[config.mk]
export PLATFORM = sky130hd
export DESIGN_NAME = c2p_front_flat
export DESIGN_NICKNAME = d
export VERILOG_FILES = /design/src/hw/rtl/cartesian_to_polar_radar_defines.svh /design/src/hw/rtl/c2p_pkg.sv /design/src/hw/rtl/c2p_if.sv /design/src/hw/rtl/c2p_front.sv /design/src/flat_wrapper.sv
export SDC_FILE = /design/constraint.sdc
export NUM_CORES = 1
export LEC_CHECK = 0
export BUFFER_PORTS_ARGS = -buffer_cell sky130_fd_sc_hd__buf_4
export CORE_AREA = 2 2 148 150
export CTS_CLUSTER_DIAMETER = 150
export DETAILED_ROUTE_END_ITERATION = 7
export DIE_AREA = 0 0 150 152
export HOLD_SLACK_MARGIN = 0.08
export PLACE_DENSITY_LB_ADDON = 0.08
export SYNTH_ARGS = -nofsm -noshare
export SYNTH_HDL_FRONTEND = slang
export SYNTH_SLANG_ARGS = --single-unit
[constraint.sdc]
create_clock -name clk_i -period 7.08 [get_ports clk_i]
set_clock_uncertainty 0.05 [all_clocks]
set_input_delay 1.062 -clock clk_i [delete_from_list [all_inputs] [get_ports clk_i]]
set_output_delay 1.062 -clock clk_i [all_outputs]
set_load 0.01 [all_outputs]
[src/hw/rtl/cartesian_to_polar_radar_defines.svh]
// assertion macros shared by the range/bearing/range-rate rtl
// needs clk_i and rst_ni in the module that uses them
`ifndef CARTESIAN_TO_POLAR_RADAR_DEFINES_SVH
`define CARTESIAN_TO_POLAR_RADAR_DEFINES_SVH
`ifndef NO_ASSERTIONS
`define C2P_ASSERT(lbl, prop) \
  lbl: assert property (@(posedge clk_i) disable iff (!rst_ni) prop) \
    else $error("c2p assertion failed");
`define C2P_ASSERT_NEVER(lbl, cond) \
  lbl: assert property (@(posedge clk_i) disable iff (!rst_ni) !(cond)) \
    else $error("c2p forbidden condition seen");
`else
`define C2P_ASSERT(lbl, prop)
`define C2P_ASSERT_NEVER(lbl, cond)
`endif
`endif

[src/hw/rtl/c2p_pkg.sv]
// constants, types and the arctangent table of the cartesian-to-polar block
// no dependencies
`timescale 1ns / 1ps
package c2p_pkg;

  localparam int CORDIC_STEPS = 24;
  localparam int MAX_STEPS    = 40;
  localparam int N_STEPS      = (CORDIC_STEPS > MAX_STEPS) ? MAX_STEPS : CORDIC_STEPS;
  localparam int GUARD        = 8;
  // cordic coordinate and angle widths
  localparam int XW           = 43;
  localparam int ZW           = 35;
  localparam int DIV_STEPS    = 32;
  localparam int FIFO_DEPTH   = 2;
  localparam int FIFO_AW      = (FIFO_DEPTH > 1) ? $clog2(FIFO_DEPTH) : 1;
  localparam int CNT_W        = $clog2(FIFO_DEPTH + 1);

  localparam logic [31:0]          KINV_Q32    = 32'd2608131496;
  localparam logic signed [34:0]   PI_Q30      = 35'sd3373259426;
  localparam logic [31:0]          RANGE_MAX   = 32'd3037000500;
  localparam logic [20:0]          BEARING_MAX = 21'd205887;

  // classified item between front and back
  typedef struct packed {
    logic signed [XW-1:0] x;
    logic signed [XW-1:0] y;
    logic signed [ZW-1:0] z;
    logic                 origin;
    logic signed [31:0]   px;
    logic signed [31:0]   py;
    logic signed [31:0]   vx;
    logic signed [31:0]   vy;
  } c2p_item_t;

  // arctangent of 2^-i in q30 radians
  function automatic logic [29:0] atan_entry(input int unsigned i);
    logic [29:0] r;
    r = '0;
    case (i)
      0:  r = 30'd843314856;
      1:  r = 30'd497837829;
      2:  r = 30'd263043836;
      3:  r = 30'd133525158;
      4:  r = 30'd67021686;
      5:  r = 30'd33543515;
      6:  r = 30'd16775850;
      7:  r = 30'd8388437;
      8:  r = 30'd4194282;
      9:  r = 30'd2097149;
      10: r = 30'd1048575;
      default: begin
        if (i <= 29) r = (30'd1 << 5'(30 - i)) - 30'd1;
        else r = '0;
      end
    endcase
    return r;
  endfunction

endpackage

[src/hw/rtl/c2p_if.sv]
// valid/ready channel interfaces for state items and polar results
// depends on nothing
`timescale 1ns / 1ps
interface c2p_in_if;
  logic               valid;
  logic               ready;
  logic signed [31:0] pos_x;
  logic signed [31:0] pos_y;
  logic signed [31:0] vel_x;
  logic signed [31:0] vel_y;
  modport source (output valid, pos_x, pos_y, vel_x, vel_y, input ready);
  modport sink (input valid, pos_x, pos_y, vel_x, vel_y, output ready);
endinterface


[src/hw/rtl/c2p_front.sv]
// front end: takes state items, folds the left half-plane, registers the item
// depends on c2p_pkg and c2p_if
`timescale 1ns / 1ps
module c2p_front (
  input  logic               clk_i,
  input  logic               rst_ni,
  c2p_in_if.sink             in_i,
  output c2p_pkg::c2p_item_t item_o,
  output logic               item_valid_o,
  input  logic               item_ready_i
);
  localparam int XW = c2p_pkg::XW;
  localparam int ZW = c2p_pkg::ZW;

  logic                 vld_q;
  c2p_pkg::c2p_item_t   item_q, item_d;
  logic signed [XW-1:0] xe, ye;
  logic                 left;

  assign in_i.ready = !vld_q || item_ready_i;

  // guard shift and left half-plane fold
  always_comb begin
    xe   = XW'(in_i.pos_x) <<< c2p_pkg::GUARD;
    ye   = XW'(in_i.pos_y) <<< c2p_pkg::GUARD;
    left = in_i.pos_x < 0;
    item_d.x      = left ? -xe : xe;
    item_d.y      = left ? -ye : ye;
    item_d.z      = !left ? '0 :
                    (in_i.pos_y >= 0) ? c2p_pkg::PI_Q30 : ZW'(-c2p_pkg::PI_Q30);
    item_d.origin = (in_i.pos_x == 0) && (in_i.pos_y == 0);
    item_d.px     = in_i.pos_x;
    item_d.py     = in_i.pos_y;
    item_d.vx     = in_i.vel_x;
    item_d.vy     = in_i.vel_y;
  end

  // holding register
  always_ff @(posedge clk_i or negedge rst_ni) begin
    if (!rst_ni) begin
      vld_q <= 1'b0;
    end else if (in_i.ready) begin
      vld_q <= in_i.valid;
    end
  end

  always_ff @(posedge clk_i) begin
    if (in_i.ready && in_i.valid) begin
      item_q <= item_d;
    end
  end

  assign item_o       = item_q;
  assign item_valid_o = vld_q;
endmodule

[src/flat_wrapper.sv]
// flat-port wrapper written by rule: the top's interface ports become plain ports
module c2p_front_flat 
  (clk_i, rst_ni, item_o, item_valid_o, item_ready_i, in_i_valid, in_i_pos_x, in_i_pos_y, in_i_vel_x, in_i_vel_y, in_i_ready);
  c2p_in_if in_i_i ();
  input  logic clk_i;
  input  logic rst_ni;
  output c2p_pkg::c2p_item_t item_o;
  output logic item_valid_o;
  input  logic item_ready_i;
  input wire logic [$bits(in_i_i.valid)-1:0] in_i_valid;
  input wire logic [$bits(in_i_i.pos_x)-1:0] in_i_pos_x;
  input wire logic [$bits(in_i_i.pos_y)-1:0] in_i_pos_y;
  input wire logic [$bits(in_i_i.vel_x)-1:0] in_i_vel_x;
  input wire logic [$bits(in_i_i.vel_y)-1:0] in_i_vel_y;
  output wire logic [$bits(in_i_i.ready)-1:0] in_i_ready;
  assign in_i_i.valid = in_i_valid;
  assign in_i_i.pos_x = in_i_pos_x;
  assign in_i_i.pos_y = in_i_pos_y;
  assign in_i_i.vel_x = in_i_vel_x;
  assign in_i_i.vel_y = in_i_vel_y;
  assign in_i_ready = in_i_i.ready;
  c2p_front u_core (.clk_i(clk_i), .rst_ni(rst_ni), .in_i(in_i_i), .item_o(item_o), .item_valid_o(item_valid_o), .item_ready_i(item_ready_i));
endmodule
# --- After elaboration in Yosys (flattened, before gate mapping) ---
# Index checks and enable logic that the tools add are counted.
word_totals:
  ff_bits: 251
  wordCells: 24
op_classes:
  addsub: 2
  n_lt_le_gt_ge: 2
  mux: 3
  n_reduce_logical: 6
ops:
  columns: ["op", "count"]
  rows:
  - ["43-bit 2-to-1 mux", 2]
  - ["40-bit negator with 43-bit output", 2]
  - ["32-bit logical NOT", 2]
  - ["35-bit 2-to-1 mux", 1]
  - ["32-bit by 1-bit greater-or-equal comparator with 1-bit output (second input constant)", 1]
  - ["32-bit by 1-bit less-than comparator with 1-bit output (second input constant)", 1]
  - ["1-bit logical AND", 2]
  - ["1-bit logical NOT", 1]
  - ["1-bit logical OR", 1]

# --- Depth between registers and ports, before layout ---
depth:
  depth_word: 3
  depth_mapped: 9

# --- Worst setup path before layout ---
# Ideal clock, no wire load.
synth_path:
  path_kind: "input to register"
  start: "input item_ready_i"
  end: "register u_core.item_q, in the netlist u_core.item_o[0], enable pin"
  setup_time_ns: 0.586
  arrival_ns: 5.842
  t_required_ns: 6.444
  path_slack_ns: 0.603
  cell_stages: 2
  n_path_buf: 0
  path_cell_list: "nand2b_1 > and2_1"
synth_via:
  elab_chain_len: 2
synth_lines:
  columns: ["element", "line_no", "text"]
  rows:
  - ["start: declaration", "flat_wrapper.sv:9", "input logic item_ready_i;"]
  - ["1-bit logical OR", "c2p_front.sv:20", "assign in_i.ready = !vld_q || item_ready_i;"]
  - ["1-bit logical AND", "c2p_front.sv:48", "if (in_i.ready && in_i.valid) begin"]
  - ["end signal: assignment", "c2p_front.sv:49", "item_q <= item_d;"]
  - ["end: declaration", "c2p_front.sv:16", "c2p_pkg::c2p_item_t item_q, item_d;"]
# Every way passes these cells.
# A chain may end at the register's enable or synchronous reset.

==> results.py <==
metrics = {
    "power_and_ir_drop": {
        "combPwrFrac": 0.123,
        "p_leak_nw": 4.48,
        "total_power_mw": 2.82,
        "seqPwrFrac": 0.505,
        "p_int_mw": 2.19,
        "vdd_drop_max_mv": 0.152,
        "clkPwrFrac": 0.372,
        "swShare": 0.225,
        "switchingPower_mw": 0.635,
        "power_density_mw_per_mm2": 247,
    },
    "yosys": {
        "syn_area_mm2": 0.00801,
        "synth-seq-cells": 201,
        "yosys_warnings": 0,
        "syn_avg_cell_area_um2": 17.3,
        "yosysUniqueCellTypes": 44,
        "yosysSeqAreaShare": 0.753,
        "synth_edf_count": 200,
        "syn_inst": 464,
        "yosys_most_used_dff": "edfxtp_1",
        "synthArstFlopShare": 0.00498,
    },
    "clock_tree": {
        "clk_latency_ns": 0.50,
        "cts_tree": "yes",
        "htree_levels": 1,
        "clock_sinks": 201,
        "root_buffer": "clkbuf_16",
        "cts_setup_buffers": 0,
        "clock_path_buffers": 3,
        "holdBufCountCts": 0,
        "postCtsResizedCells": 0,
        "cts_inserted_buffers": 22,
        "clk_pin_slew_worst_paths_ns": 0.06,
    },
    "drt": {
        "detail_route.iter0.violations": 256,
        "ant_nets": 0,
        "via_per_inst": 4.64,
        "dr.pass1.iters": 4,
        "wl_mm": 19.8,
        "wire_per_inst_um": 17.9,
        "vias": 5136,
        "drc": 0,
    },
    "cells_and_area": {
        "fillers": 1818,
        "diodes": 0,
        "synthToLayoutAreaGrowth_pct": 42.6,
        "layout_commonest_cell": "buf_4",
        "finalNonFillerCells": 1108,
        "final_cell_mix": "366 x buf_4, 200 x edfxtp_1, 57 x xnor2_1, 22 x o31ai_1, 22 x clkbuf_16",
        "nets": 948,
        "utilization": 0.535,
        "drive_gt1_frac": 0.500,
    },
    "die": {
        "die_w_um": 150,
        "start_util": 0.375,
        "io_pins": 384,
        "die_h_um": 152,
        "dieArea_mm2": 0.0228,
        "coreArea_mm2": 0.0214,
        "rows": 54,
    },
    "worst_setup_path": {
        "worstSetupStartpointType": "primary input",
        "critPathMaxStageDelay_ns": 0.56,
        "crit_slowest_cell": "or4_1",
        "ff2ff_setup_slack_ns": 4.69,
        "crit_type": "in -> reg",
        "cp-end-kind": "flop",
        "worstPathCellList": "buf_4 > or4_1 > or4_4 > nor3_2 > nand2b_1 > ha_1 > nand2_1 > nand2_1",
        "crit_buf_inv": 1,
        "critPathTopFamily": "simple AND/OR/NAND/NOR gates",
        "worstPathArrival_ns": 2.99,
        "critPathMaxFanout": 4,
        "cp_common_cell": "nand2_1",
        "cp.required_ns": 7.27,
    },
    "outcome": {
        "status": "finished clean",
    },
    "sta": {
        "relSlewSlack": 0.414,
        "setup_tns_ns": 0,
        "rsz0062_at_grt": "no",
        "finalHoldViolations": 0,
        "timing.hold.ws_ns": 0.274,
        "finalCriticalPeriod_ns": 2.79,
        "timing.fmax_mhz": 358,
        "tightest_slew_ns": 0.880,
        "finalSetupViolations": 0,
        "fin_crit_sh": 0.394,
        "maxSlewViolCount": 0,
    },
    "global_routing": {
        "track_usage": 0.164,
        "antenna_found_initial": 0,
        "grt_pass1_vias": 5015,
        "grt_max_degree": 149,
        "grt_pass1_wl_mm": 28.9,
        "gr-total-overflow": 0,
    },
    "placed_design": {
        "placed_cells_incl_taps": 1069,
        "place_congestion": 0.778,
        "io_buffers": 366,
        "dp_hpwl_mm": 14.5,
    },
    "hold_path": {
        "hold_class": "in -> async",
    },
    "run": {
        "max-cap-violations": 0,
    },
}
[power groups by stage]
stage	Clock, mW	Sequential [mW]	Combinational [mW]
after floorplan	0	1.50	0.111
after global placement	0	1.45	0.349
after detailed placement	0	1.45	0.353
after CTS	1.08	1.43	0.353
after global routing	1.12	1.43	0.374
final	1.05	1.43	0.348
[Yosys cell counts (2+ instances only)]
library cell  number  area share
o21ai_0           14      0.0087
xor2_1             2      0.0022
nand2b_1          10      0.0078
buf_2              2      0.0012
inv_1              5      0.0023
and2_1             2      0.0016
o41ai_1            8      0.0087
ha_1               3      0.0047
o31ai_1           22       0.021
nand3_2            3      0.0037
nand3_1            2      0.0012
nor3_1             6      0.0037
or2_2              2      0.0016
nand4_1            2      0.0016
o41ai_2            5       0.010
nand2_1           20      0.0094
edfxtp_1         200        0.75
xnor2_1           57       0.062
nor2b_1            2      0.0016
clkbuf_1           6      0.0028
nor4_1             6      0.0047
nand3b_1           2      0.0019
buf_6              2      0.0028
or4_1              3      0.0028
or3_1              6      0.0047
nor4_2             3      0.0047
nor2_1             3      0.0014
buf_4             50       0.047
[final cells by class]
| class | count | area, µm² | share of cell area |
|---|---|---|---|
| timing repair buffer | 367 | 2770 | 0.242 |
| multi-input combinational | 216 | 1600 | 0.140 |
| clock inverter | 8 | 71.3 | 0.00624 |
| tap | 280 | 350 | 0.0307 |
| inverter | 5 | 18.8 | 0.00164 |
| clock buffer | 31 | 584 | 0.0511 |
| sequential | 201 | 6030 | 0.528 |
[state kept, by name, summed over array words and instances (netlist names)]
name and cells:
u_core.item_o 200, u_core.item_valid_o 1
[per-stage QoR]
step	instance area [µm²]	worst slack, ns
2_1_floorplan	8080	0.603
3_3_place_gp	10800	3.75
3_5_place_dp	10800	3.75
4_1_cts	11400	4.28
5_1_grt	11400	4.21
6_report	11400	4.29
[routing by layer]
metal / track usage / vias to the layer above / share of wire
met5: 0 / - / 0
met4: 0.0409 / 0 / 0.020
met3: 0.0471 / 28 / 0.096
met2: 0.284 / 238 / 0.50
met1: 0.200 / 2470 / 0.38
li1: - / 2400 / -
[path summary, 6_finish.rpt]
check / start / to / depth (start not counted)
min in group clk_i: u_core.item_valid_o / u_core.item_valid_o / 2
worst min register to register: u_core.item_valid_o / u_core.item_valid_o / 2
worst max register to register: u_core.item_valid_o / u_core.item_o[189] / 3
max in group asynchronous: rst_ni / u_core.item_valid_o / 1
worst min-delay path: rst_ni / u_core.item_valid_o / 1
worst max-delay path: in_i_pos_y[27] / u_core.item_o[204] / 8
[kinds of logic after synthesis]
group,Yosys count,share of synthesized area
simple gates,81,0.0648
xor+xnor,59,0.0645
other cells,1,0.000468
flops,201,0.753
buf+inv,66,0.0565
compound gates,53,0.0564
fa+ha+maj,3,0.00469
Power figures use the tool's default switching activity.
