--- config.mk ---
export PLATFORM = sky130hd
export DESIGN_NAME = c2p_fifo
export DESIGN_NICKNAME = d
export VERILOG_FILES = /design/src/hw/rtl/c2p_pkg.sv /design/src/hw/rtl/c2p_fifo.sv
export VERILOG_INCLUDE_DIRS = /design/src /design/src/hw/rtl
export SDC_FILE = /design/constraint.sdc
export NUM_CORES = 1
export LEC_CHECK = 0
export ABC_AREA = 1
export ABC_CLOCK_PERIOD_IN_PS = 11200
export BUFFER_PORTS_ARGS = -buffer_cell sky130_fd_sc_hd__buf_2
export CORE_MARGIN = 4
export CORE_UTILIZATION = 40
export DETAILED_ROUTE_END_ITERATION = 7
export PLACE_DENSITY = 0.66
export SLEW_MARGIN = 20
export SYNTH_ARGS = -nofsm -noshare
export SYNTH_HDL_FRONTEND = slang
export SYNTH_SLANG_ARGS = --single-unit
--- constraint.sdc ---
create_clock -name clk_i -period 11.2 [get_ports clk_i]
set_input_delay 2.24 -clock clk_i [delete_from_list [all_inputs] [get_ports clk_i]]
set_output_delay 2.24 -clock clk_i [all_outputs]
set_load 0.02 [all_outputs]
--- src/hw/rtl/cartesian_to_polar_radar_defines.svh ---
// assertion macros shared by the range/bearing/range-rate rtl
// needs clk_i and rst_ni in the module that uses them
`ifndef CARTESIAN_TO_POLAR_RADAR_DEFINES_SVH
`define CARTESIAN_TO_POLAR_RADAR_DEFINES_SVH
`ifndef NO_ASSERTIONS
`define C2P_ASSERT(lbl, prop) \
  lbl: assert property (@(posedge clk_i) disable iff (!rst_ni) prop) \
    else $error("c2p assertion failed");
`define C2P_ASSERT_NEVER(lbl, cond) \
  lbl: assert property (@(posedge clk_i) disable iff (!rst_ni) !(cond)) \
    else $error("c2p forbidden condition seen");
`else
`define C2P_ASSERT(lbl, prop)
`define C2P_ASSERT_NEVER(lbl, cond)
`endif
`endif

--- src/hw/rtl/c2p_pkg.sv ---
// constants, types and the arctangent table of the cartesian-to-polar block
// no dependencies
`timescale 1ns / 1ps
package c2p_pkg;

  localparam int CORDIC_STEPS = 24;
  localparam int MAX_STEPS    = 40;
  localparam int N_STEPS      = (CORDIC_STEPS > MAX_STEPS) ? MAX_STEPS : CORDIC_STEPS;
  localparam int GUARD        = 8;
  // cordic coordinate and angle widths
  localparam int XW           = 43;
  localparam int ZW           = 35;
  localparam int DIV_STEPS    = 32;
  localparam int FIFO_DEPTH   = 2;
  localparam int FIFO_AW      = (FIFO_DEPTH > 1) ? $clog2(FIFO_DEPTH) : 1;
  localparam int CNT_W        = $clog2(FIFO_DEPTH + 1);

  localparam logic [31:0]          KINV_Q32    = 32'd2608131496;
  localparam logic signed [34:0]   PI_Q30      = 35'sd3373259426;
  localparam logic [31:0]          RANGE_MAX   = 32'd3037000500;
  localparam logic [20:0]          BEARING_MAX = 21'd205887;

  // classified item between front and back
  typedef struct packed {
    logic signed [XW-1:0] x;
    logic signed [XW-1:0] y;
    logic signed [ZW-1:0] z;
    logic                 origin;
    logic signed [31:0]   px;
    logic signed [31:0]   py;
    logic signed [31:0]   vx;
    logic signed [31:0]   vy;
  } c2p_item_t;

  // arctangent of 2^-i in q30 radians
  function automatic logic [29:0] atan_entry(input int unsigned i);
    logic [29:0] r;
    r = '0;
    case (i)
      0:  r = 30'd843314856;
      1:  r = 30'd497837829;
      2:  r = 30'd263043836;
      3:  r = 30'd133525158;
      4:  r = 30'd67021686;
      5:  r = 30'd33543515;
      6:  r = 30'd16775850;
      7:  r = 30'd8388437;
      8:  r = 30'd4194282;
      9:  r = 30'd2097149;
      10: r = 30'd1048575;
      default: begin
        if (i <= 29) r = (30'd1 << 5'(30 - i)) - 30'd1;
        else r = '0;
      end
    endcase
    return r;
  endfunction

endpackage

--- src/hw/rtl/c2p_fifo.sv ---
// short queue of classified items between front and back
// depends on c2p_pkg and the assertion macros
`timescale 1ns / 1ps
`include "cartesian_to_polar_radar_defines.svh"
module c2p_fifo (
  input  logic               clk_i,
  input  logic               rst_ni,
  input  c2p_pkg::c2p_item_t wr_item_i,
  input  logic               wr_valid_i,
  output logic               wr_ready_o,
  output c2p_pkg::c2p_item_t rd_item_o,
  output logic               rd_valid_o,
  input  logic               rd_ready_i
);
  localparam int DEPTH = c2p_pkg::FIFO_DEPTH;
  localparam int AW    = c2p_pkg::FIFO_AW;
  localparam int CW    = c2p_pkg::CNT_W;

  c2p_pkg::c2p_item_t mem_q [DEPTH];
  logic [AW-1:0]      wp_q, rp_q;
  logic [CW-1:0]      cnt_q;
  logic               push, pop;

  assign wr_ready_o = cnt_q != CW'(DEPTH);
  assign rd_valid_o = cnt_q != '0;
  assign push       = wr_valid_i && wr_ready_o;
  assign pop        = rd_valid_o && rd_ready_i;
  assign rd_item_o  = mem_q[rp_q];

  // pointers and fill count
  always_ff @(posedge clk_i or negedge rst_ni) begin
    if (!rst_ni) begin
      wp_q  <= '0;
      rp_q  <= '0;
      cnt_q <= '0;
    end else begin
      if (push) wp_q <= (wp_q == AW'(DEPTH - 1)) ? '0 : wp_q + AW'(1);
      if (pop)  rp_q <= (rp_q == AW'(DEPTH - 1)) ? '0 : rp_q + AW'(1);
      cnt_q <= cnt_q + CW'(push) - CW'(pop);
    end
  end

  always_ff @(posedge clk_i) begin
    if (push) begin
      mem_q[wp_q] <= wr_item_i;
    end
  end

  `C2P_ASSERT(cnt_bound_a, cnt_q <= CW'(DEPTH))
  `C2P_ASSERT(cnt_track_a, 1'b1 |=> cnt_q == $past(cnt_q) + CW'($past(push)) - CW'($past(pop)))
endmodule

# Word-level counts from Yosys, hierarchy flattened
# Memory sizes are Yosys's and may differ from the RTL's.
# Index checks and enable logic that the tools add are counted.
[word_totals]
reg_bits = 4
ramBits = 500
input_bits = 254
memories = 1
[classes]
addsub = 4
eq_ne = 1
n_mux = 4
n_reduce_logical = 3
[memory_table]
columns = ["memory", "depth", "word_bits", "rd", "rd_ports_with_merged_regs", "wr", "line", "rtl"]
rows = [
  ["mem_q", 2, 250, 1, 0, 1, "c2p_fifo.sv:19", "c2p_pkg::c2p_item_t mem_q [DEPTH];"],
]
[ops]
columns = ["operator", "n"]
rows = [
  ["1-bit two-way mux", 4],
  ["1-bit adder (second input constant)", 2],
  ["2-bit by 1-bit adder with 2-bit output", 1],
  ["1-bit logical AND", 2],
  ["2-bit != test (second input constant)", 1],
  ["2-bit nonzero test", 1],
  ["2-bit by 1-bit subtractor with 2-bit output", 1],
]

# Longest topological paths before layout
# Gate-level depths: netlist of the first run.
[depth]
ltp_word = 4
mapped_depth = 12
ltp_nobuf = 12

# Least setup slack after synthesis of the first run
# Ideal clock, no wire load.
[synth_timing]
path_kind = "input to register"
from = "input wr_valid_i"
to = "memory mem_q[1][0] (netlist name) (enable)"
arrival_ps = 12730
t_required_ps = 10332
slack_ps = -2398
path_stages = 2
n_path_buf = 0
cell_sequence = "nand2_1 -> nor2_1"
[synth_between]
elab_chain_cells = 3
[synth_rtl]
columns = ["item", "line", "rtl"]
rows = [
  ["from (decl)", "c2p_fifo.sv:9", "input logic wr_valid_i,"],
  ["1-bit logical AND", "c2p_fifo.sv:26", "assign push = wr_valid_i && wr_ready_o;"],
  ["1-bit two-way mux", "c2p_fifo.sv:44", "if (push) begin"],
  ["1-bit two-way mux (implied by the code)", "c2p_fifo.sv:45", "mem_q[wp_q] <= wr_item_i;"],
  ["to (decl)", "c2p_fifo.sv:19", ""],
]
# Every way passes these cells.

==> key figures, run 1 <==
Run status
  – Status: completed

Detailed routing
  – Vias: about 12,000
  – DRT Pass-1 Iters: 4
  – DRC Markers: 0
  – Via/cell ratio: 4.69
  – Avg WL per Cell: around 18 microns
  – DRT iter0 DRCs: 768
  – Total wire length: between 40,000 and 50,000 microns
  – Antenna-violating nets left: 0

Die
  – Die Span Y: 222 microns
  – Chip width: 222 microns
  – Die Area: 0.0495 sq mm
  – Core box area: 0.0454 sq mm
  – Row cnt: 78
  – Ports: 506
  – Initial Utilization: 0.405

Critical path
  – CP Cell Sequence: inv_8, buf_4, nand2_1, nand2_1, buf_2
  – CP arrival: approximately 3.6 ns
  – Setup crit start: rp_q
  – Crit. End Element: primary output
  – Critical path's top delay family: buffers and inverters
  – Worst path slowest cell: buf_4
  – CP Max Fanout: 163
  – Reg-to-Reg Start: cnt_q[1]
  – Worst setup SP type: flop
  – Worst EP required: 8.96 ns
  – Crit path buffers/inverters: 3
  – CP peak stage delay: 0.87 ns
  – Cell repeated most along the worst path: nand2_1
  – Crit Path Category: flop to primary output

Placed design
  – Final GP Congestion: 0.800
  – IO buf count: 505
  – Pre-CTS WS: around 5.9 ns
  – Post-DP HPWL: around 29,000 microns
  – Placed insts: 2,399

Job
  – # Max-Cap Violations: 0

Logic synthesis
  – Yosys top cell by area: edfxtp_1
  – Average cell area after synthesis: 13.8 sq um
  – Mapped Cells: 1,337
  – Yosys reg bits: 504
  – Largest cells by area after synthesis: edfxtp_1 (82%), nand2_1 (15%), buf_4 (0.90%)
  – Sequential cell area fraction in the yosys report: 0.822
  – Syn nets: around 1,600
  – Netlist cell types: 15
  – Synthesis Warnings: 0
  – Top-area cell type share of the netlist area: 0.816
  – Mapped Area: 0.0184 sq mm

Timing
  – Finish-stage setup viols: 0
  – Fin. max-slew vios: 0
  – Maximum clock rate: 172 MHz
  – RSZ-0062 raised after global routing: no
  – Tmin final: just under 6 ns
  – Slew HR: 0.242
  – Final hold violations: 0
  – Period utilization: 0.520
  – Fin Clk Skew: 0.0183 ns
  – Worst setup margin: 5.38 ns
  – Worst Tran Pin Value: 1.14 ns
  – TNS Setup: 0 ns

Power and ir drop
  – Pwr dens: 287 mW/mm^2
  – Clk network pwr share: 0.237
  – Sequential power share: 0.412
  – Static Leak: between 0.009 and 0.01 uW
  – VDD IR max: approximately 180 uV
  – Switching Fraction: 0.385
  – P_int: 4060 uW
  – Sw Pwr: 2540 uW
  – Combinational power share: 0.351
  – Pwr Total: 6590 uW

CTS
  – CTS Buffer Depth: 3
  – Clock-pin slew on the worst setup and hold paths: 0.06 ns
  – Resized Gates After CTS: 0
  – Clock sink count: between 500 and 600
  – CTS tree: yes
  – Skew-Pair Late Insertion Delay: 0.57 ns
  – Post-CTS setup buffers: 0
  – CTS buffer count: 50
  – Htree depth: 2
  – Root buffer selected by CTS: clkbuf_16
  – Hold Buf Count CTS: 0

GRT
  – Largest net degree at the start of global routing: 164
  – Vias in the first global route: between 10,000 and 15,000
  – Antenna violations before repair: 12
  – Grt ovf: 0
  – First-pass GRT wire length: 66,400 microns
  – GR Util All Layers: 0.171

Cells and area
  – Post-layout utilization of the core: 0.507
  – Synth-to-layout area growth: 25.1%
  – Layout Nets: approximately 2,100
  – Final Non-Filler Cells: 2,499
  – Layout cells sized above 1: 0.315

Worst hold path
  – Hold Crit Class: flop to flop
  – Hold_sp: cnt_q[0]
==> cell type report <==
cell class                      count  area [sq um]
Antenna cell                        7          17.5
Multi-Input combinational cell    770          2920
Tap cell                          600           751
Clock inverter                     37           251
Inverter                            8          37.5
Clock buffer                       56          1290
Sequential cell                   504         15100
Timing Repair Buffer              517          2620
Fill cell                        3928         22400
==> cells by family after synthesis <==
logic type,Yosys count,synth area share
flops,504,0.822
compound gates,2,0.000544
xor+xnor,1,0.000476
simple gates,766,0.156
fa+ha+maj,1,0.000680
buf+inv,63,0.0201
==> per-layer routing <==
layer | track usage | up-vias | part of all wire
met3 | 0.0572 | 78 | 0.094
met1 | 0.215 | 5624 | 0.39
met5 | 0 | - | 0.0013
met4 | 0.0467 | 10 | 0.023
li1 | - | 5569 | -
met2 | 0.288 | 443 | 0.50
==> flip-flops by register name, summed over array words and instances (netlist names) <==
signal  cells
wp_q        1
mem_q     500
cnt_q       2
rp_q        1
==> worst paths after layout <==
kind,end,slack (ns),depth (start not counted)
hold reg to reg,cnt_q[0],0.56,1
setup reg to reg,mem_q[1][104],7.92,5
hold / removal,cnt_q[0],0.56,1
max in group asynchronous,rp_q,9.58,1
setup / recovery,rd_item_o[84],5.38,5
min in group asynchronous,wp_q,1.47,1
==> cell usage in the layout, fill, tap and decap left out, types with 3 or more instances in the layout <==
master       n
buf_2      505
buf_4       12
clkbuf_1     5
clkbuf_16   51
clkinv_1    13
clkinv_2    15
clkinv_4     3
dfrtp_1      3
diode_2      7
edfxtp_1   500
inv_1        7
nand2_1    759
nor2_1       3
==> synth_stat cells <==
cell and instances:
nand2_1 759, edfxtp_1 500, buf_2 26, buf_4 22
inv_1 7, clkbuf_1 5, nor2_1 5, dfrtp_1 4
buf_6 2, nand3_1 2, a21oi_1 1, ha_1 1
inv_4 1, o21ai_0 1, xor2_1 1
==> power groups by stage <==
stage / Clock [uW] / Combinational, uW / Sequential, uW
floorplan: 0 / 1530 / 2790
global placement: 0 / 2330 / 2740
detailed placement: 0 / 2340 / 2760
CTS: 1610 / 2350 / 2720
global route: 1690 / 2520 / 2750
finish: 1570 / 2320 / 2710
==> stage by stage <==
step	area (sq um)	hold slack, ns
after global placement	21400	0.531
after CTS	23000	0.558
after global routing	23000	0.591
after floorplan	18400	0.504
final	23000	0.561
after detailed placement	21400	0.543
(Power assumes the default switching activity.)
==> run 2, diff against run 1 <==
--- a/config.mk
+++ b/config.mk
@@ -6,8 +6,8 @@
 export SDC_FILE = /design/constraint.sdc
 export NUM_CORES = 1
 export LEC_CHECK = 0
-export ABC_AREA = 1
-export ABC_CLOCK_PERIOD_IN_PS = 11200
+export ABC_AREA = 0
+export ABC_CLOCK_PERIOD_IN_PS = 5300
 export BUFFER_PORTS_ARGS = -buffer_cell sky130_fd_sc_hd__buf_2
 export CORE_MARGIN = 4
 export CORE_UTILIZATION = 40
==> constraint.sdc (replaced) <==
create_clock -name clk_i -period 5.3 [get_ports clk_i]
set_input_delay 1.06 -clock clk_i [delete_from_list [all_inputs] [get_ports clk_i]]
set_output_delay 1.06 -clock clk_i [all_outputs]
set_load 0.02 [all_outputs]
==> run 2 against run 1 <==
Via count fell by 20%; cell area increased by 3.8%; sequential cell count did not move; synthesized cell count decreased by 40%; global-route usage fell by 1.9 points; die area rose by 3.4%; synthesized area grew 3.5%; critical path depth decreased by 2; sequential share of layout area shrank 2.4 points; wire length is 6.9% lower.
==> key figures, run 2 <==
Timing
  – Final hold violations: 0
  – Fin Clk Skew: 0.0177 ns
  – Worst Tran Pin Value: 1.13 ns
  – Final hold slack: 0.287 ns
  – Worst setup margin: between 1.5 and 2 ns
  – Tmin final: 3.57 ns
  – Period utilization: 0.673
  – TNS Setup: 0 ns
  – Slew HR: 0.245
  – Finish-stage setup viols: 0
  – Maximum clock rate: 280 MHz
  – RSZ-0062 raised after global routing: no
  – Fin. max-slew vios: 0

Logic synthesis
  – Synthesis Warnings: 0
  – Syn nets: 1,055
  – Number of synthesized flops with an enable pin: 500
  – Sequential cell area fraction in the yosys report: 0.794
  – Yosys top cell by area: edfxtp_1
  – Average cell area after synthesis: 23.8 sq um
  – Post-synth top cells: edfxtp_1 (500), mux2_4 (190), mux2_2 (60)
  – Mapped Area: 0.0190 sq mm
  – Netlist cell types: 19
  – Top-area cell type share of the netlist area: 0.789
  – Ys flop type: edfxtp_1
  – Largest cells by area after synthesis: edfxtp_1 (79%), mux2_4 (15%), mux2_2 (3.5%)
  – Yosys reg bits: 504
  – Async SR Flop Fraction: 0.00794
  – Mapped Cells: 800
  – Most numerous cell in the Yosys netlist: edfxtp_1

Die
  – Chip width: 226 microns
  – Die Area: 0.0512 sq mm
  – Die Span Y: between 200 and 250 microns
  – Ports: 506
  – Initial Utilization: 0.407
  – Core box area: 0.0468 sq mm
  – Row cnt: 79

GRT
  – First-pass GRT wire length: 59,200 microns
  – GR Util All Layers: 0.152
  – Vias in the first global route: 9,944
  – Grt ovf: 0
  – Antenna violations before repair: 8
  – Largest net degree at the start of global routing: 170

Cells and area
  – Largest registers: mem_q (500), cnt_q (2)
  – Max reg flops: 500
  – Most frequent cells in the layout: buf_2 (505), edfxtp_1 (500), mux2_4 (190), mux2_2 (60), clkbuf_16 (53)
  – Most flop-heavy register: mem_q
  – Most common cell after layout, fill and taps aside: buf_2
  – Synth-to-layout area growth: 25.5%
  – Layout cells sized above 1: 0.614
  – Post-layout utilization of the core: 0.511
  – Layout Nets: 1,602

Placed design
  – IO buf count: 505
  – Final GP Congestion: 0.774
  – Pre-CTS WS: 2.26 ns
  – Post-DP HPWL: 28,700 microns

Critical path
  – R2R depth: 5
  – Worst EP required: 4.24 ns
  – CP arrival: 2.51 ns
  – FF-to-FF End: mem_q[0][145]
  – Crit. End Element: primary output
  – Crit Path Category: flop to primary output
  – Worst setup SP type: flop
  – Reg2reg setup slack: approximately 2.9 ns
  – Reg-to-Reg Start: cnt_q[0]
  – CP Max Fanout: 38

Detailed routing
  – Avg WL per Cell: 20.7 microns
  – Via/cell ratio: around 4.7
  – Total wire length: 41,300 microns
  – Vias: 9,424
  – DRT iter0 DRCs: 479
  – DRT Pass-1 Iters: 4
  – DRC Markers: 0
  – Antenna-violating nets left: 0

CTS
  – Clock-pin slew on the worst setup and hold paths: 0.06 ns
  – Htree depth: 2
  – Resized Gates After CTS: 0
  – Root buffer selected by CTS: clkbuf_16
  – CTS Buffer Depth: 3
  – CTS tree: yes
  – Skew-Pair Late Insertion Delay: 0.57 ns
  – Clock sink count: 504
  – CTS buffer count: 52
  – Hold Buf Count CTS: 0
  – Post-CTS setup buffers: 0

Job
  – # Max-Cap Violations: 0

Power and ir drop
  – Static Leak: 0.00943 uW
  – VDD IR max: 396 uV
  – Pwr dens: 589 mW/mm^2

Worst hold path
  – Hold Crit Class: input port to async pin

Run status
  – Status: completed
-- run 2: changes by cell type in the layout (fill, tap and decap cells not counted), moves of 6 or more --
cell / change
clkbuf_1: +12
inv_1: -7
nand2_1: -758
buf_12: +6
mux2_4: +190
clkinv_1: -11
mux2_2: +60
-- run 2: final cells by class --
type	instances	area [sq um]
Clock inverter	20	186
Antenna cell	6	15.0
Multi-Input combinational cell	268	3660
Clock buffer	73	1430
Sequential cell	504	15100
Timing Repair Buffer	521	2720
Fill cell	3840	22900
Tap cell	607	759
-- run 2: power by group --
part           switching (uW)  internal, uW  total, uW
logic                    2830          2070       4890
registers                 287          5450       5740
clock network            1420          2020       3450
total                    4540          9540      14100
-- run 2: per-layer routing --
layer  vias up  wire length [microns]  GRT usage
li1       4295                      -          -
met1      4731                  15100      0.172
met2       314                  21900      0.273
met3        80                   2990     0.0451
met4         4                   1210     0.0548
met5         -                     27          0
-- run 2: worst max-delay path by stage --
stage                           from        endpoint  slack, ns
after detailed placement  wr_valid_i   mem_q[0][204]       2.26
final                           rp_q  rd_item_o[126]       1.73
after floorplan           wr_valid_i     mem_q[0][0]       0.03
after CTS                       rp_q  rd_item_o[126]       1.64
after global placement    wr_valid_i   mem_q[0][217]       2.28
after global routing            rp_q  rd_item_o[126]       1.61
-- run 2: critical path, cell delays in order, from the launching register on --
cell,delay (ns)
dfrtp_4,0.88
buf_4,0.49
mux2_4,0.35
buf_2,0.17
-- run 2: cells by family after synthesis --
group                    share of synthesized area
adder cells (fa/ha/maj)                   0.000657
AO/OA/AOI/OAI                              0.00164
AND/OR/NAND/NOR                            0.00256
flip-flops                                   0.794
buffers and inverters                       0.0146
XOR/XNOR                                   0.00138
multiplexers                                 0.185
-- run 2: metrics by stage --
stage | cells | power (uW) | instance area (sq um)
floorplan | 800 | 9420 | 19100
global placement | 1900 | 10800 | 22300
detailed placement | 1900 | 10800 | 22300
CTS | 1993 | 14300 | 23900
global route | 1996 | 14700 | 23900
finish | 1999 | 14100 | 23900
==> run 3, diff against run 2 <==
--- a/config.mk
+++ b/config.mk
@@ -7,7 +7,7 @@
 export NUM_CORES = 1
 export LEC_CHECK = 0
 export ABC_AREA = 0
-export ABC_CLOCK_PERIOD_IN_PS = 5300
+export ABC_CLOCK_PERIOD_IN_PS = 3200
 export BUFFER_PORTS_ARGS = -buffer_cell sky130_fd_sc_hd__buf_2
 export CORE_MARGIN = 4
 export CORE_UTILIZATION = 40
==> constraint.sdc (replaced) <==
create_clock -name clk_i -period 3.2 [get_ports clk_i]
set_input_delay 0.64 -clock clk_i [delete_from_list [all_inputs] [get_ports clk_i]]
set_output_delay 0.64 -clock clk_i [all_outputs]
set_load 0.02 [all_outputs]
==> run 3 against run 2 <==
Hold slack lost 0.030 ns; non-clock buffer count increased by 9; setup slack worse by 1.5 ns; cell area up 0.66%; largest cell class unchanged; wire length down 1.2%; register-to-register slack worse by 1.8 ns; highest routed layer unchanged.
==> key figures, run 3 (synthesized netlist as in run 2, its figures left out) <==
Critical path
  – CP Max Fanout: 35
  – Crit Path Category: flop to primary output
  – Worst EP required: 2.56 ns
  – FF-to-FF End: mem_q[1][41]
  – CP arrival: 2.38 ns
  – Reg-to-Reg Start: cnt_q[0]
  – Crit. End Element: primary output
  – Reg2reg setup slack: 1.15 ns
  – R2R depth: 3
  – Worst setup SP type: flop
  – Setup crit start: rp_q

Timing
  – TNS Setup: 0 ns
  – Period utilization: 0.942
  – Finish-stage setup viols: 0
  – Fin. max-slew vios: 0
  – Worst setup margin: 0.185 ns
  – Fin Clk Skew: 0.00929 ns
  – Slew HR: 0.375
  – Worst Tran Pin Value: 0.938 ns
  – RSZ-0062 raised after global routing: no
  – Maximum clock rate: ~330 MHz
  – Tmin final: 3.02 ns
  – Final hold violations: 0

Die
  – Row cnt: ~80
  – Initial Utilization: 0.407
  – Chip width: 226 microns
  – Die Span Y: ~230 microns
  – Die Area: approximately 0.051 sq mm
  – Ports: 506
  – Core box area: 0.0468 sq mm

GRT
  – Grt ovf: 0
  – First-pass GRT wire length: approximately 59,000 microns
  – Antenna violations before repair: 7
  – Vias in the first global route: 9,960
  – GR Util All Layers: 0.152
  – Largest net degree at the start of global routing: 132

Detailed routing
  – Total wire length: 40,800 microns
  – Vias: 9,451
  – Via/cell ratio: between 4 and 5
  – DRC Markers: 0
  – Antenna-violating nets left: 0
  – Avg WL per Cell: 20.3 microns
  – DRT iter0 DRCs: approximately 480
  – DRT Pass-1 Iters: 6

Cells and area
  – Layout Nets: ~1,600
  – Most common cell after layout, fill and taps aside: buf_2
  – Most frequent cells in the layout: buf_2 (505), edfxtp_1 (500), mux2_4 (190), mux2_2 (60), clkbuf_16 (53)
  – Synth-to-layout area growth: 26.3%
  – Largest registers: mem_q (500), cnt_q (2)
  – Most flop-heavy register: mem_q
  – Max reg flops: 500
  – Layout cells sized above 1: 0.616
  – Final Cell Area: 0.0241 sq mm

Placed design
  – IO buf count: about 500
  – Pre-CTS WS: 0.771 ns
  – Post-DP HPWL: 28,600 microns
  – Placed Area: 0.0224 sq mm
  – Final GP Congestion: 0.780

Power and ir drop
  – Pwr Total: 23,500 uW
  – Pwr dens: 976 mW/mm^2
  – Static Leak: approximately 0.0095 uW
  – VDD IR max: 697 uV

Run status
  – Status: completed

Worst hold path
  – Hold Path Stages: 1
  – Hold_sp: wr_item_i[217]
  – Hold Crit Class: input port to flop
  – Hold Path Sink: mem_q[1][217]

CTS
  – Clock sink count: 504
  – Clock-pin slew on the worst setup and hold paths: 0.06 ns
  – Post-CTS setup buffers: 0
  – Skew-Pair Late Insertion Delay: 0.57 ns
  – CTS buffer count: 51
  – CTS Buffer Depth: 3
  – CTS tree: yes
  – Htree depth: 2
  – Resized Gates After CTS: 0
  – Root buffer selected by CTS: clkbuf_16

Job
  – # Max-Cap Violations: 0
## run 3: cell count changes in the layout (fill, tap and decap cells not counted), moves of 3 or more
| cell | delta |
|---|---|
| buf_4 | +3 |
| clkbuf_1 | -10 |
| clkinv_1 | +10 |
| clkbuf_8 | -3 |
| buf_12 | +5 |
| clkinvlp_4 | +4 |
## run 3: worst max-delay path by stage
stage / end / cells after the start
after CTS: rd_item_o[243] / 3
after global routing: rd_item_o[243] / 3
after floorplan: mem_q[0][0] / 3
after detailed placement: rd_item_o[243] / 3
after global placement: rd_item_o[243] / 3
final: rd_item_o[243] / 3
## run 3: critical path: stages (launching register included)
cell and delay (ns):
dfrtp_4 0.62, buf_4 0.60, mux2_2 0.40, buf_2 0.16
## run 3: what timing repair did
item / CTS / global route
endpoints found under the setup margin: 0 / 0
endpoints found under the hold margin: 4 / 0
hold buffers: 1 / 0
## run 3: through the flow
| stage | std cells | utilization | hold slack, ns |
|---|---|---|---|
| 2_1_floorplan | 800 | - | 0.344 |
| 6_report | 2008 | 0.514 | 0.258 |
| 3_5_place_dp | 1908 | 0.479 | 0.455 |
| 3_3_place_gp | 1908 | 0.479 | 0.451 |
| 5_1_grt | 2008 | 0.514 | 0.211 |
| 4_1_cts | 2002 | 0.514 | 0.204 |
## run 3: final cells by class
class | instances | area [sq um]
Sequential cell | 504 | 15100
Timing Repair Buffer | 530 | 2860
Clock inverter | 33 | 270
Fill cell | 3844 | 22700
Tap cell | 607 | 759
Multi-Input combinational cell | 268 | 3680
Antenna cell | 6 | 15.0
Clock buffer | 60 | 1350
## run 3: power breakdown
group / internal (uW) / switching [uW] / leakage (uW)
Clock: 3340 / 2370 / 0.000786
Combinational: 3550 / 4810 / 0.00400
Sequential: 9020 / 397 / 0.00470
Total: 15900 / 7580 / 0.00949
## run 3: metal layers
layer	global-route usage	vias to the layer above	wire, microns
met5	0	-	7
met4	0.0526	2	1030
met3	0.0508	68	3090
met2	0.266	316	21600
met1	0.175	4733	15100
li1	-	4332	-
